File: config.mk
export PLATFORM = sky130hd
export DESIGN_NAME = sfe_tap
export DESIGN_NICKNAME = d
export VERILOG_FILES = /design/src/sv/assert_macros.svh /design/src/sv/sfe_pkg.sv /design/src/sv/sfe_tap.sv
export SDC_FILE = /design/constraint.sdc
export NUM_CORES = 1
export LEC_CHECK = 0
export ABC_CLOCK_PERIOD_IN_PS = 10200
export BUFFER_PORTS_ARGS = -buffer_cell sky130_fd_sc_hd__clkbuf_2
export CAP_MARGIN = 20
export CORE_MARGIN = 5
export CORE_UTILIZATION = 57
export CTS_CLUSTER_SIZE = 28
export DETAILED_ROUTE_END_ITERATION = 10
export HOLD_SLACK_MARGIN = 0.12
export PLACE_DENSITY = 0.88
export SLEW_MARGIN = 5
export SYNTH_ARGS = -nofsm -noshare
export SYNTH_HDL_FRONTEND = slang
export SYNTH_SLANG_ARGS = --single-unit
export TNS_END_PERCENT = 30
File: constraint.sdc
create_clock -name clock -period 10.2 [get_ports clock]
set_clock_uncertainty 0.1 [all_clocks]
set_input_delay 2.04 -clock clock [delete_from_list [all_inputs] [get_ports clock]]
set_output_delay 2.04 -clock clock [all_outputs]
set_load 0.005 [all_outputs]
File: src/sv/assert_macros.svh
// Assertion macros shared by the RTL of the symmetric FIR block.
// Included by name from the modules that carry concurrent assertions.
`ifndef ASSERT_MACROS_SVH
`define ASSERT_MACROS_SVH

`ifndef ASSERT_OFF

// The property must hold at every rising clock edge outside reset.
`define ASSERT_CLK(label, clk, rst, prop, msg) \
   label: assert property (@(posedge clk) disable iff (rst) (prop)) else $error(msg);

// The expression must never be true at a rising clock edge outside reset.
`define ASSERT_NEVER(label, clk, rst, expr, msg) \
   label: assert property (@(posedge clk) disable iff (rst) !(expr)) else $error(msg);

`else

`define ASSERT_CLK(label, clk, rst, prop, msg)

`define ASSERT_NEVER(label, clk, rst, expr, msg)

`endif

`endif

File: src/sv/sfe_pkg.sv
// Package for the symmetric FIR with edge clamping: payload structs, control
// structs and fixed constants. No dependencies; used by every module of the block.
`timescale 1ns / 1ps
`default_nettype none

package sfe_pkg;

   localparam int SAMPLE_W  = 16;
   localparam int COEF_W    = 16;
   localparam int PRE_W     = SAMPLE_W + 1;
   localparam int PROD_W    = PRE_W + COEF_W;
   localparam int RADIUS_W  = 3;
   localparam int CSR_DATA_W = 16;

   localparam int FRAC_BITS  = 14;
   localparam int ROUND_BIAS = 1 << (FRAC_BITS - 1);
   localparam int SAT_MAX    = 32767;
   localparam int SAT_MIN    = -32768;

   // Register indexes of the configuration port.
   localparam int CSR_RADIUS = 0;
   localparam int CSR_TAP0   = 1;

   localparam logic [RADIUS_W-1:0]      RADIUS_RESET = 3'd1;
   localparam logic signed [COEF_W-1:0] TAP0_RESET   = 16'sh4000;

   // Output queue.
   localparam int OQ_DEPTH = 8;
   localparam int OQ_AW    = 3;
   localparam int OQ_CNT_W = 4;

   typedef struct packed {
      logic signed [SAMPLE_W-1:0] sample;
      logic                       line_end;
   } req_type;

   typedef struct packed {
      logic signed [SAMPLE_W-1:0] filtered;
      logic                       last_of_line;
   } rsp_type;

   typedef struct packed {
      logic load;
      logic shift;
   } win_ctl_type;

   typedef struct packed {
      logic emit;
      logic last;
   } stage_ctl_type;

endpackage

`default_nettype wire

File: src/sv/sfe_tap.sv
// One tap lane: picks the sample pair at distance DIST around the current
// center, pre-adds it and multiplies by the coefficient. Depends on sfe_pkg.
`timescale 1ns / 1ps
`default_nettype none

module sfe_tap #(
   parameter int MAX_RADIUS = 6,
   parameter int DIST       = 0
) (
   input  logic                                  clock,
   input  logic signed [sfe_pkg::SAMPLE_W-1:0]   win [0:2*MAX_RADIUS],
   input  logic [$clog2(MAX_RADIUS+1)-1:0]       radius,
   input  logic signed [sfe_pkg::COEF_W-1:0]     coef,
   output logic signed [sfe_pkg::PROD_W-1:0]     prod
);

   localparam int SW = sfe_pkg::SAMPLE_W;

   logic signed [SW-1:0]                 near_s;
   logic signed [SW-1:0]                 far_s;
   logic signed [sfe_pkg::PRE_W-1:0]     pre_in;
   logic signed [sfe_pkg::PRE_W-1:0]     pre_ff;
   logic signed [sfe_pkg::PROD_W-1:0]    prod_in;
   logic signed [sfe_pkg::PROD_W-1:0]    prod_ff;

   // The center sits at window position radius; a lane beyond the radius
   // contributes nothing.
   always_comb begin
      near_s = '0;
      far_s  = '0;
      for (int m = DIST; m <= MAX_RADIUS; m++) begin
         if (int'(radius) == m) begin
            near_s = win[m - DIST];
            far_s  = win[m + DIST];
         end
      end
      if (DIST == 0) begin
         pre_in = {near_s[SW-1], near_s};
      end else begin
         pre_in = {near_s[SW-1], near_s} + {far_s[SW-1], far_s};
      end
   end

   assign prod_in = pre_ff * coef;

   always_ff @(posedge clock) begin
      pre_ff  <= pre_in;
      prod_ff <= prod_in;
   end

   assign prod = prod_ff;

endmodule

`default_nettype wire

Word level (Yosys, flattened, before mapping)
Cells that the tools add are included.

Mux-type cells: 7. Reduce and logical (&&, ||, !) cells: 1. Multiply operators: 1. Equal/unequal tests: 6.

Operators with widths (number): $mux W16 (7); $mul A16 B16 Y32 (1); $eq A3 B3 Y1 const B (4); $eq A3 B2 Y1 const B (2); $logic_not A3 Y1 (1).

Word-level logic and storage cells: 17. Register bits: 49. Bits of input ports: 228. Output and inout bits: 33.

Logic depth before layout (Yosys ltp)
Gate-level depths: netlist of the first run.

Depth in word-level cells: 8. Depth in mapped cells: 22. Depth with buffers taken out: 21.

Worst setup path before layout of the first run
OpenSTA, ideal clock, no wires.

Kind: input -> register. From: in coef[1] (netlist name). To: reg prod_ff, in the netlist prod[31]. Arrival time: 7.758 ns. Buffers on the path: 1. Slack: 2.280 ns. Setup time: 0.063 ns. Stages: 20. Data required time: 10.037 ns. Path through: clkbuf_1 nand2_1 inv_1 fa_1 fa_1 fa_1 fa_1 fa_1 inv_1 fa_1 inv_1 ha_1 a21o_1 a21o_1 a21o_1 a21oi_1 nor2_1 o31a_1 or4_1 nand3_1.

Longest elaborated chain between the ends: 1.

RTL lines: from (decl) (line sfe_tap.sv:13) `input logic signed [sfe_pkg::COEF_W-1:0] coef,`; $mul A16 B16 Y32 (line sfe_tap.sv:44) `assign prod_in = pre_ff * coef;`; via prod_in (one bit) (line sfe_tap.sv:23) `logic signed [sfe_pkg::PROD_W-1:0] prod_in;`; to (signal assigned) (line sfe_tap.sv:48) `prod_ff <= prod_in;`; to (decl) (line sfe_tap.sv:24) `logic signed [sfe_pkg::PROD_W-1:0] prod_ff;`.

The timed path passes the listed nets, and every way through them passes these cells.

Worst setup path in the final report of the first run
From: in coef[7] (netlist name). To: reg prod_ff, in the netlist prod[30].

The elaborated chain is that of the path after synthesis.

==> results of run 1 <==
through the flow:
step                      setup slack (ns)  utilization, %  instances  area [µm²]  hold WS [ns]
after floorplan                       2.28               -       1281       11700         0.403
after global placement                1.67            62.5       1665       12600         0.672
after detailed placement              1.60            62.6       1666       12700         0.690
after CTS                             1.94            63.5       1674       12900         0.700
after global routing                  1.71            63.5       1674       12900         0.734
final                                 1.89            63.5       1674       12900         0.710
layout make-up:
cell class              instances  area [µm²]  share of cell area (%)
flip-flops and latches         48         961                    7.48
repair buffers                165         836                    6.50
clock buffers                   5         125                   0.973
clock inverters                 3        68.8                   0.535
multi-input cells             891        9430                    73.4
inverters                     292        1100                    8.53
well taps                     270         338                    2.63
Yosys cell counts (4+ instances only):
cell type | count | share of area [%]
and2_1 | 123 | 6.6
o21ai_0 | 28 | 1.2
fa_1 | 262 | 45
a221o_1 | 16 | 1.4
o21bai_1 | 5 | 0.32
ha_1 | 82 | 8.8
a21o_1 | 9 | 0.58
dfxtp_1 | 48 | 8.2
nor2_1 | 61 | 2.0
a21oi_1 | 41 | 1.8
xnor2_1 | 25 | 1.9
mux2i_1 | 32 | 2.7
xor2_1 | 9 | 0.68
clkbuf_1 | 47 | 1.5
nand2b_1 | 6 | 0.32
nor3_1 | 4 | 0.17
nand3_1 | 7 | 0.30
inv_1 | 292 | 9.4
nand2_1 | 145 | 4.7
how the worst max path moves through the flow:
stage	startpoint	endpoint	cells past startpoint
detailed placement	coef[7]	prod[30]	22
global placement	coef[7]	prod[30]	22
CTS	coef[7]	prod[30]	22
global route	coef[1]	prod[30]	22
floorplan	coef[1]	prod[31]	20
finish	coef[7]	prod[30]	22
routing by layer:
metal  global-route usage (%)  up-vias
met5                        0        -
met2                     45.4      375
met1                     30.9     4510
li1                         -     4078
met4                     9.97        0
met3                     5.82       95
state kept, by name, indices dropped and copies added (netlist names):
name    count
prod       32
pre_ff     16
kinds of logic (layout without fill, tap and decap cells):
| logic type | after synthesis | in the layout |
|---|---|---|
| muxes | 32 | 32 |
| DFF | 48 | 48 |
| xor gates and xnor gates | 34 | 34 |
| adders and majority gates | 344 | 344 |
| buffers and inverters | 342 | 465 |
| AOI/OAI and AO/OA | 119 | 119 |
| and+or+nand+nor | 362 | 362 |
worst max-delay path, cell delays in order:
cell and delay, ns:
clkbuf_2 0.37, nand2_1 0.15, fa_1 0.57, inv_1 0.05
fa_1 0.50, inv_1 0.06, fa_1 0.52, inv_1 0.05
fa_1 0.38, fa_1 0.51, inv_1 0.06, fa_1 0.50
inv_1 0.05, ha_1 0.35, a21o_1 0.21, a211oi_1 0.26
o211ai_1 0.14, a22oi_1 0.70, o21ai_1 0.31, a211o_1 0.34
a21oi_1 0.19, xnor2_1 0.14
==> impl_metrics.json, run 1 <==
{
  "ctsHoldBuffers": 0,
  "cts_tree": "yes",
  "clock-root-buffer": "clkbuf_16",
  "slew_viol_final": 0,
  "syn_inst": 1281,
  "setup_viol": 0,
  "die_area_um2": 23400,
  "min_path_cells": 1,
  "worstPathArrival_ns": 8.46,
  "io_buffers": 164,
  "max_freq_mhz": 120,
  "syn-num-nets": 1853,
  "worst-slew-pin-transition_ns": 1.07,
  "status": "complete, no violations",
  "grt_overflow": 0,
  "syn_area_um2": 11700,
  "hold_violations": 0,
  "grt_max_degree": 35,
  "synth_compound_area_share_pct": 6.82,
  "async_flop_share_pct": 0,
  "synth_simple_gate_area_share_pct": 14.9,
  "drt_iter0_drc": 602,
  "dp_hpwl_um": 23500,
  "ant_nets": 0,
  "cts_sinks": 48,
  "fin_crit_ns": 8.31,
  "r2r-end": "prod[30]",
  "r2r-start": "pre_ff[7]",
  "synth_mux_area_share_pct": 2.74,
  "clock_latency_ns": 0.32,
  "wl_met3_um": 2130,
  "cap_violations": 0,
  "synth_fa_ha_area_share_pct": 53.7,
  "top_layer": "met4",
  "synthFlopType": "dfxtp_1",
  "met1_length_um": 10600,
  "initial_core_util_pct": 57.7,
  "top_level_ports": 261,
  "r2r_cells": 21,
  "grt_pass1_vias": 10300,
  "nNetsFinal": 1975,
  "gp_congestion": 0.908,
  "hp-start": "pre_ff[0]",
  "routed_via_density": 5.41,
  "syn_avg_cell_area_um2": 9.11,
  "cts.htree.levels": 2,
  "seq_area_frac_synth_pct": 8.23,
  "drive_gt1_share_pct": 12.9,
  "rrSetupSlack_ns": 3.15,
  "ys_ff_latch": 48,
  "ys_types": 47,
  "yosysWarnings": 0,
  "post_drt_wl_per_cell_um": 17.1,
  "core_area_um2": 20200,
  "post_cts_buffers": 0,
  "antenna_cells": 0,
  "worstSetupStartpointType": "input pin",
  "synthXorXnorAreaFrac_pct": 2.55,
  "std_cell_rows": 52,
  "post-route-drc-count": 0,
  "syn_to_final_growth_pct": 10.1,
  "holdPathEnd": "prod[0]",
  "cp.required_ns": 10.35,
  "synth_top_family_by_area": "adder cells",
  "relSlewSlack_pct": 28.2,
  "grt_pass1_wl_um": 49200,
  "path_max_fanout": 16,
  "final_cell_mix": "inv_1 (292), fa_1 (262), clkbuf_2 (164)",
  "grt_use_total_pct": 25.8,
  "detail_route.wirelength_um": 28700,
  "path_class": "in -> reg",
  "clkTransAtPathRegs_ns": 0.08,
  "tns_ns": 0,
  "die_w_um": 153,
  "synth_edf_count": 0,
  "nFillCells": 1574,
  "cts_max_path_buffers": 2,
  "dr.pass1.iters": 5,
  "numCtsBuffers": 5,
  "route.met2.wl_um": 14800,
  "rsz0062_at_grt": "no",
  "finalCritPeriodShare_pct": 81.5,
  "hp-class": "reg -> reg",
  "cp-end-kind": "flop",
  "antenna_found_initial": 0,
  "num_vias": 9058,
  "final_common_cell": "inv_1",
  "post_cts_resized": 0,
  "die_h_um": 153
}
Power of run 1 is left out: the tool's default activity adds up to more than one toggle a clock period on the data nets, which glitch-free logic cannot reach.
==> run 2, diff against run 1 <==
- ABC_CLOCK_PERIOD_IN_PS: 10200 -> 7450
- CORE_UTILIZATION: 57 -> 52
- PLACE_DENSITY: 0.88 -> 0.85
- clock period: 10.2 -> 7.45 ns (I/O delays scaled with it)
==> impl_metrics.json, run 2 (synthesis results as in run 1) <==
{
  "worstSetupStartpointType": "input pin",
  "min_path_cells": 2,
  "whs_ns": 0.678,
  "die_w_um": 160,
  "grt_max_degree": 35,
  "cp-end-kind": "flop",
  "grt_pass1_wl_um": 48900,
  "rrSetupSlack_ns": 0.84,
  "multi_input_area_um2": 9440,
  "post_drt_wl_per_cell_um": 16.7,
  "drive_gt1_share_pct": 15.7,
  "holdPathEnd": "prod[0]",
  "antenna_found_initial": 0,
  "clock_latency_ns": 0.31,
  "post-route-drc-count": 0,
  "die_area_um2": 25600,
  "setup_viol": 0,
  "relSlewSlack_pct": 48.5,
  "grt_util_met1_pct": 28.6,
  "final_cell_mix": "inv_1 (292), fa_1 (262), clkbuf_2 (161)",
  "nFillCells": 1792,
  "drt_iter0_drc": 549,
  "slew_viol_final": 0,
  "largest_reg_flops": 32,
  "hp-start": "pre_ff[0]",
  "grt_use_total_pct": 23.5,
  "worst-slew-pin-transition_ns": 0.772,
  "cts_max_path_buffers": 2,
  "clkTransAtPathRegs_ns": 0.07,
  "numCtsBuffers": 5,
  "fin_crit_ns": 7.22,
  "grt_use_met3_pct": 3.51,
  "r2r-start": "pre_ff[15]",
  "path_class": "in -> reg",
  "r2r_cells": 20,
  "io_buffers": 164,
  "status": "complete, no violations",
  "max_freq_mhz": 139,
  "dr.pass1.iters": 5,
  "detail_route.wirelength_um": 28900,
  "syn_to_final_growth_pct": 13.2,
  "worstPathArrival_ns": 7.37,
  "cts.htree.levels": 2,
  "grt.busiest_layer": "met2",
  "num_vias": 9171,
  "ant_nets": 0,
  "cp.required_ns": 7.60,
  "hold_violations": 0,
  "grt_use_met2_pct": 41.9,
  "seq_area_um2": 961,
  "routed_via_density": 5.30,
  "dp_hpwl_um": 24300,
  "ctsHoldBuffers": 0,
  "top_level_ports": 261,
  "die_h_um": 160,
  "gp_congestion": 0.896,
  "path_max_fanout": 11,
  "finalCritPeriodShare_pct": 96.9,
  "std_cell_rows": 54,
  "r2r-end": "prod[31]",
  "clock-root-buffer": "clkbuf_16",
  "antenna_cells": 0,
  "final_common_cell": "inv_1",
  "nNetsFinal": 2022,
  "initial_core_util_pct": 53.2,
  "core_area_um2": 22000,
  "hp-class": "reg -> reg",
  "grt_overflow": 0,
  "cts_sinks": 48,
  "rsz0062_at_grt": "no",
  "cts_tree": "yes",
  "grt_pass1_vias": 10300,
  "post-route-util_pct": 60.2,
  "cap_violations": 0
}
==> run 2: area by class of cell <==
type | instances | area share [%]
well taps | 280 | 2.65
flip-flops and latches | 48 | 7.27
repair buffers | 212 | 9.09
multi-input cells | 891 | 71.4
clock buffers | 5 | 0.947
clock inverters | 3 | 0.350
inverters | 292 | 8.29
==> run 2: worst max-delay path by stage <==
stage | endpoint | slack [ns] | start
finish | prod[31] | 0.23 | coef[1]
global route | prod[30] | 0.006 | coef[2]
floorplan | prod[31] | 0.08 | coef[1]
detailed placement | prod[31] | -0.12 | coef[1]
global placement | prod[30] | 0.004 | coef[7]
CTS | prod[31] | 0.19 | coef[1]
==> run 2: critical path: stages <==
cell and delay [ns]:
buf_2 0.25, nand2_1 0.14, inv_1 0.16, fa_1 0.43, inv_1 0.09, fa_1 0.43
fa_1 0.53, inv_1 0.06, fa_1 0.48, fa_1 0.48, inv_1 0.05, fa_1 0.49
inv_1 0.08, ha_1 0.33, buf_4 0.17, a2111oi_4 0.41, o21ai_4 0.15, o21a_1 0.23
o31a_1 0.33, or4_1 0.48, nand3_1 0.10
==> run 2: what timing repair did <==
action                                  CTS  global route
resized for setup                         0             4
endpoints found under the setup margin    0             1
setup buffers                             0             0
==> run 2: per-layer routing <==
| metal | wire length, µm | vias up |
|---|---|---|
| li1 | - | 4167 |
| met1 | 11100 | 4560 |
| met2 | 14800 | 344 |
| met3 | 1780 | 100 |
| met4 | 1190 | 0 |
| met5 | 0 | - |
==> run 2: through the flow <==
step	instance area (µm²)	worst slack, ns	instances	setup TNS, ns
after global routing	13200	0.00588	1731	0
final	13200	0.231	1731	0
after detailed placement	13000	-0.119	1722	-0.148
after global placement	13000	0.00421	1721	0
after CTS	13200	0.192	1730	0
after floorplan	11700	0.0797	1281	0
Power of run 2 is left out for the same reason.
==> run 3, diff against run 2 <==
- REMOVE_ABC_BUFFERS: unset -> 1
==> impl_metrics.json, run 3 (synthesis results as in run 1) <==
{
  "io_buffers": 164,
  "fin_ws_ns": 0.258,
  "place_ws_ns": -0.107,
  "die_h_um": 160,
  "gp_congestion": 0.885,
  "r2r_cells": 20,
  "clock_latency_ns": 0.31,
  "rsz0062_at_grt": "no",
  "hp-start": "pre_ff[0]",
  "grt_pass1_vias": 10300,
  "cp-end-kind": "flop",
  "grt_util_met1_pct": 27.4,
  "clock-root-buffer": "clkbuf_16",
  "grt_max_degree": 35,
  "path_cells": "clkbuf_2, nand2_1, inv_1, fa_1, inv_1, fa_1, fa_1, inv_1, fa_1, fa_1, inv_1, fa_1, inv_1, ha_1, buf_4, a2111oi_4, o21ai_4, o21a_1, o31a_1, or4_1, nand3_1",
  "tns_ns": 0,
  "ant_nets": 0,
  "detail_route.wirelength_um": 27700,
  "rrSetupSlack_ns": 0.88,
  "post-route-drc-count": 0,
  "crit_slowest_cell": "fa_1",
  "status": "complete, no violations",
  "core_area_um2": 22000,
  "top_level_ports": 261,
  "grt_use_total_pct": 22.9,
  "r2r-end": "prod[31]",
  "numCtsBuffers": 5,
  "grt_use_met2_pct": 41.9,
  "worst-slew-pin-transition_ns": 0.750,
  "cts.htree.levels": 2,
  "hp-class": "reg -> reg",
  "slew_viol_final": 0,
  "cp.required_ns": 7.60,
  "worstSetupStartpointType": "input pin",
  "finalCritPeriodShare_pct": 96.5,
  "ctsHoldBuffers": 0,
  "initial_core_util_pct": 53.2,
  "std_cell_rows": 54,
  "grt_use_met3_pct": 4.18,
  "min_path_cells": 2,
  "final_cell_mix": "inv_1 (292), fa_1 (262), clkbuf_2 (159)",
  "holdPathEnd": "prod[0]",
  "fin_crit_ns": 7.19,
  "dp_hpwl_um": 23500,
  "r2r-start": "pre_ff[15]",
  "fin_area_um2": 13100,
  "nNetsFinal": 2013,
  "worstPathArrival_ns": 7.34,
  "syn_to_final_growth_pct": 12.6,
  "max_freq_mhz": 139,
  "drive_gt1_share_pct": 15.3,
  "cts_sinks": 48,
  "antenna_cells": 0,
  "place_area_um2": 12900,
  "path_max_fanout": 8,
  "dr.pass1.iters": 5,
  "cts_max_path_buffers": 2,
  "antenna_found_initial": 0,
  "path_class": "in -> reg",
  "die_w_um": 160,
  "cap_violations": 0,
  "drt_iter0_drc": 557,
  "final_common_cell": "inv_1",
  "largest_reg_flops": 32,
  "relSlewSlack_pct": 49.9,
  "grt.busiest_layer": "met2",
  "die_area_um2": 25600,
  "grt_pass1_wl_um": 48100,
  "hold_violations": 0,
  "nFillCells": 1795,
  "cts_tree": "yes",
  "setup_viol": 0,
  "cpMostUsedCell": "fa_1",
  "routed_via_density": 5.26,
  "clkTransAtPathRegs_ns": 0.08,
  "grt_overflow": 0,
  "crit_path_max_incr_delay_ns": 0.51,
  "post_drt_wl_per_cell_um": 16.1,
  "num_vias": 9057
}
## run 3: stage by stage
stage / hold WS, ns / instances / utilization (%)
finish: 0.625 / 1722 / 59.9
global route: 0.653 / 1722 / 59.9
CTS: 0.625 / 1719 / 59.7
detailed placement: 0.611 / 1711 / 58.9
global placement: 0.586 / 1711 / 58.9
floorplan: 0.492 / 1231 / -
## run 3: what timing repair did
item / in CTS / in global routing
resized for setup: 0 / 8
setup buffers: 0 / 1
setup endpoints to repair: 0 / 2
## run 3: cell type report
type	instances	area (µm²)	share of cell area, %
multi-input combinational	891	9440	71.8
timing repair buffer	203	1120	8.55
clock buffer	5	125	0.952
sequential	48	961	7.31
inverter	292	1100	8.34
tap	280	350	2.67
clock inverter	3	46.3	0.352
## run 3: layer usage
metal,part of all wire [%],vias up
li1,-,4152
met1,39,4589
met2,53,245
met3,4.6,71
met4,3.1,0
met5,0,-
## run 3: worst max-delay path by stage
stage,startpoint,to,slack [ns],cells past startpoint
2_1_floorplan,coef[1],prod[31],0.32,19
3_3_place_gp,coef[2],prod[31],-0.006,21
3_5_place_dp,coef[2],prod[31],-0.11,21
4_1_cts,coef[2],prod[31],0.19,21
5_1_grt,coef[4],prod[30],0.006,23
6_report,coef[1],prod[31],0.26,21
## run 3: worst max-delay path, delay by kind of cell
kind                     cells  cell delay [ns]
adder cells (fa/ha/maj)      7             3.32
AO/OA/AOI/OAI                4             1.11
buffers and inverters        7             0.70
AND/OR/NAND/NOR              3             0.70
Power of run 3 is left out for the same reason.
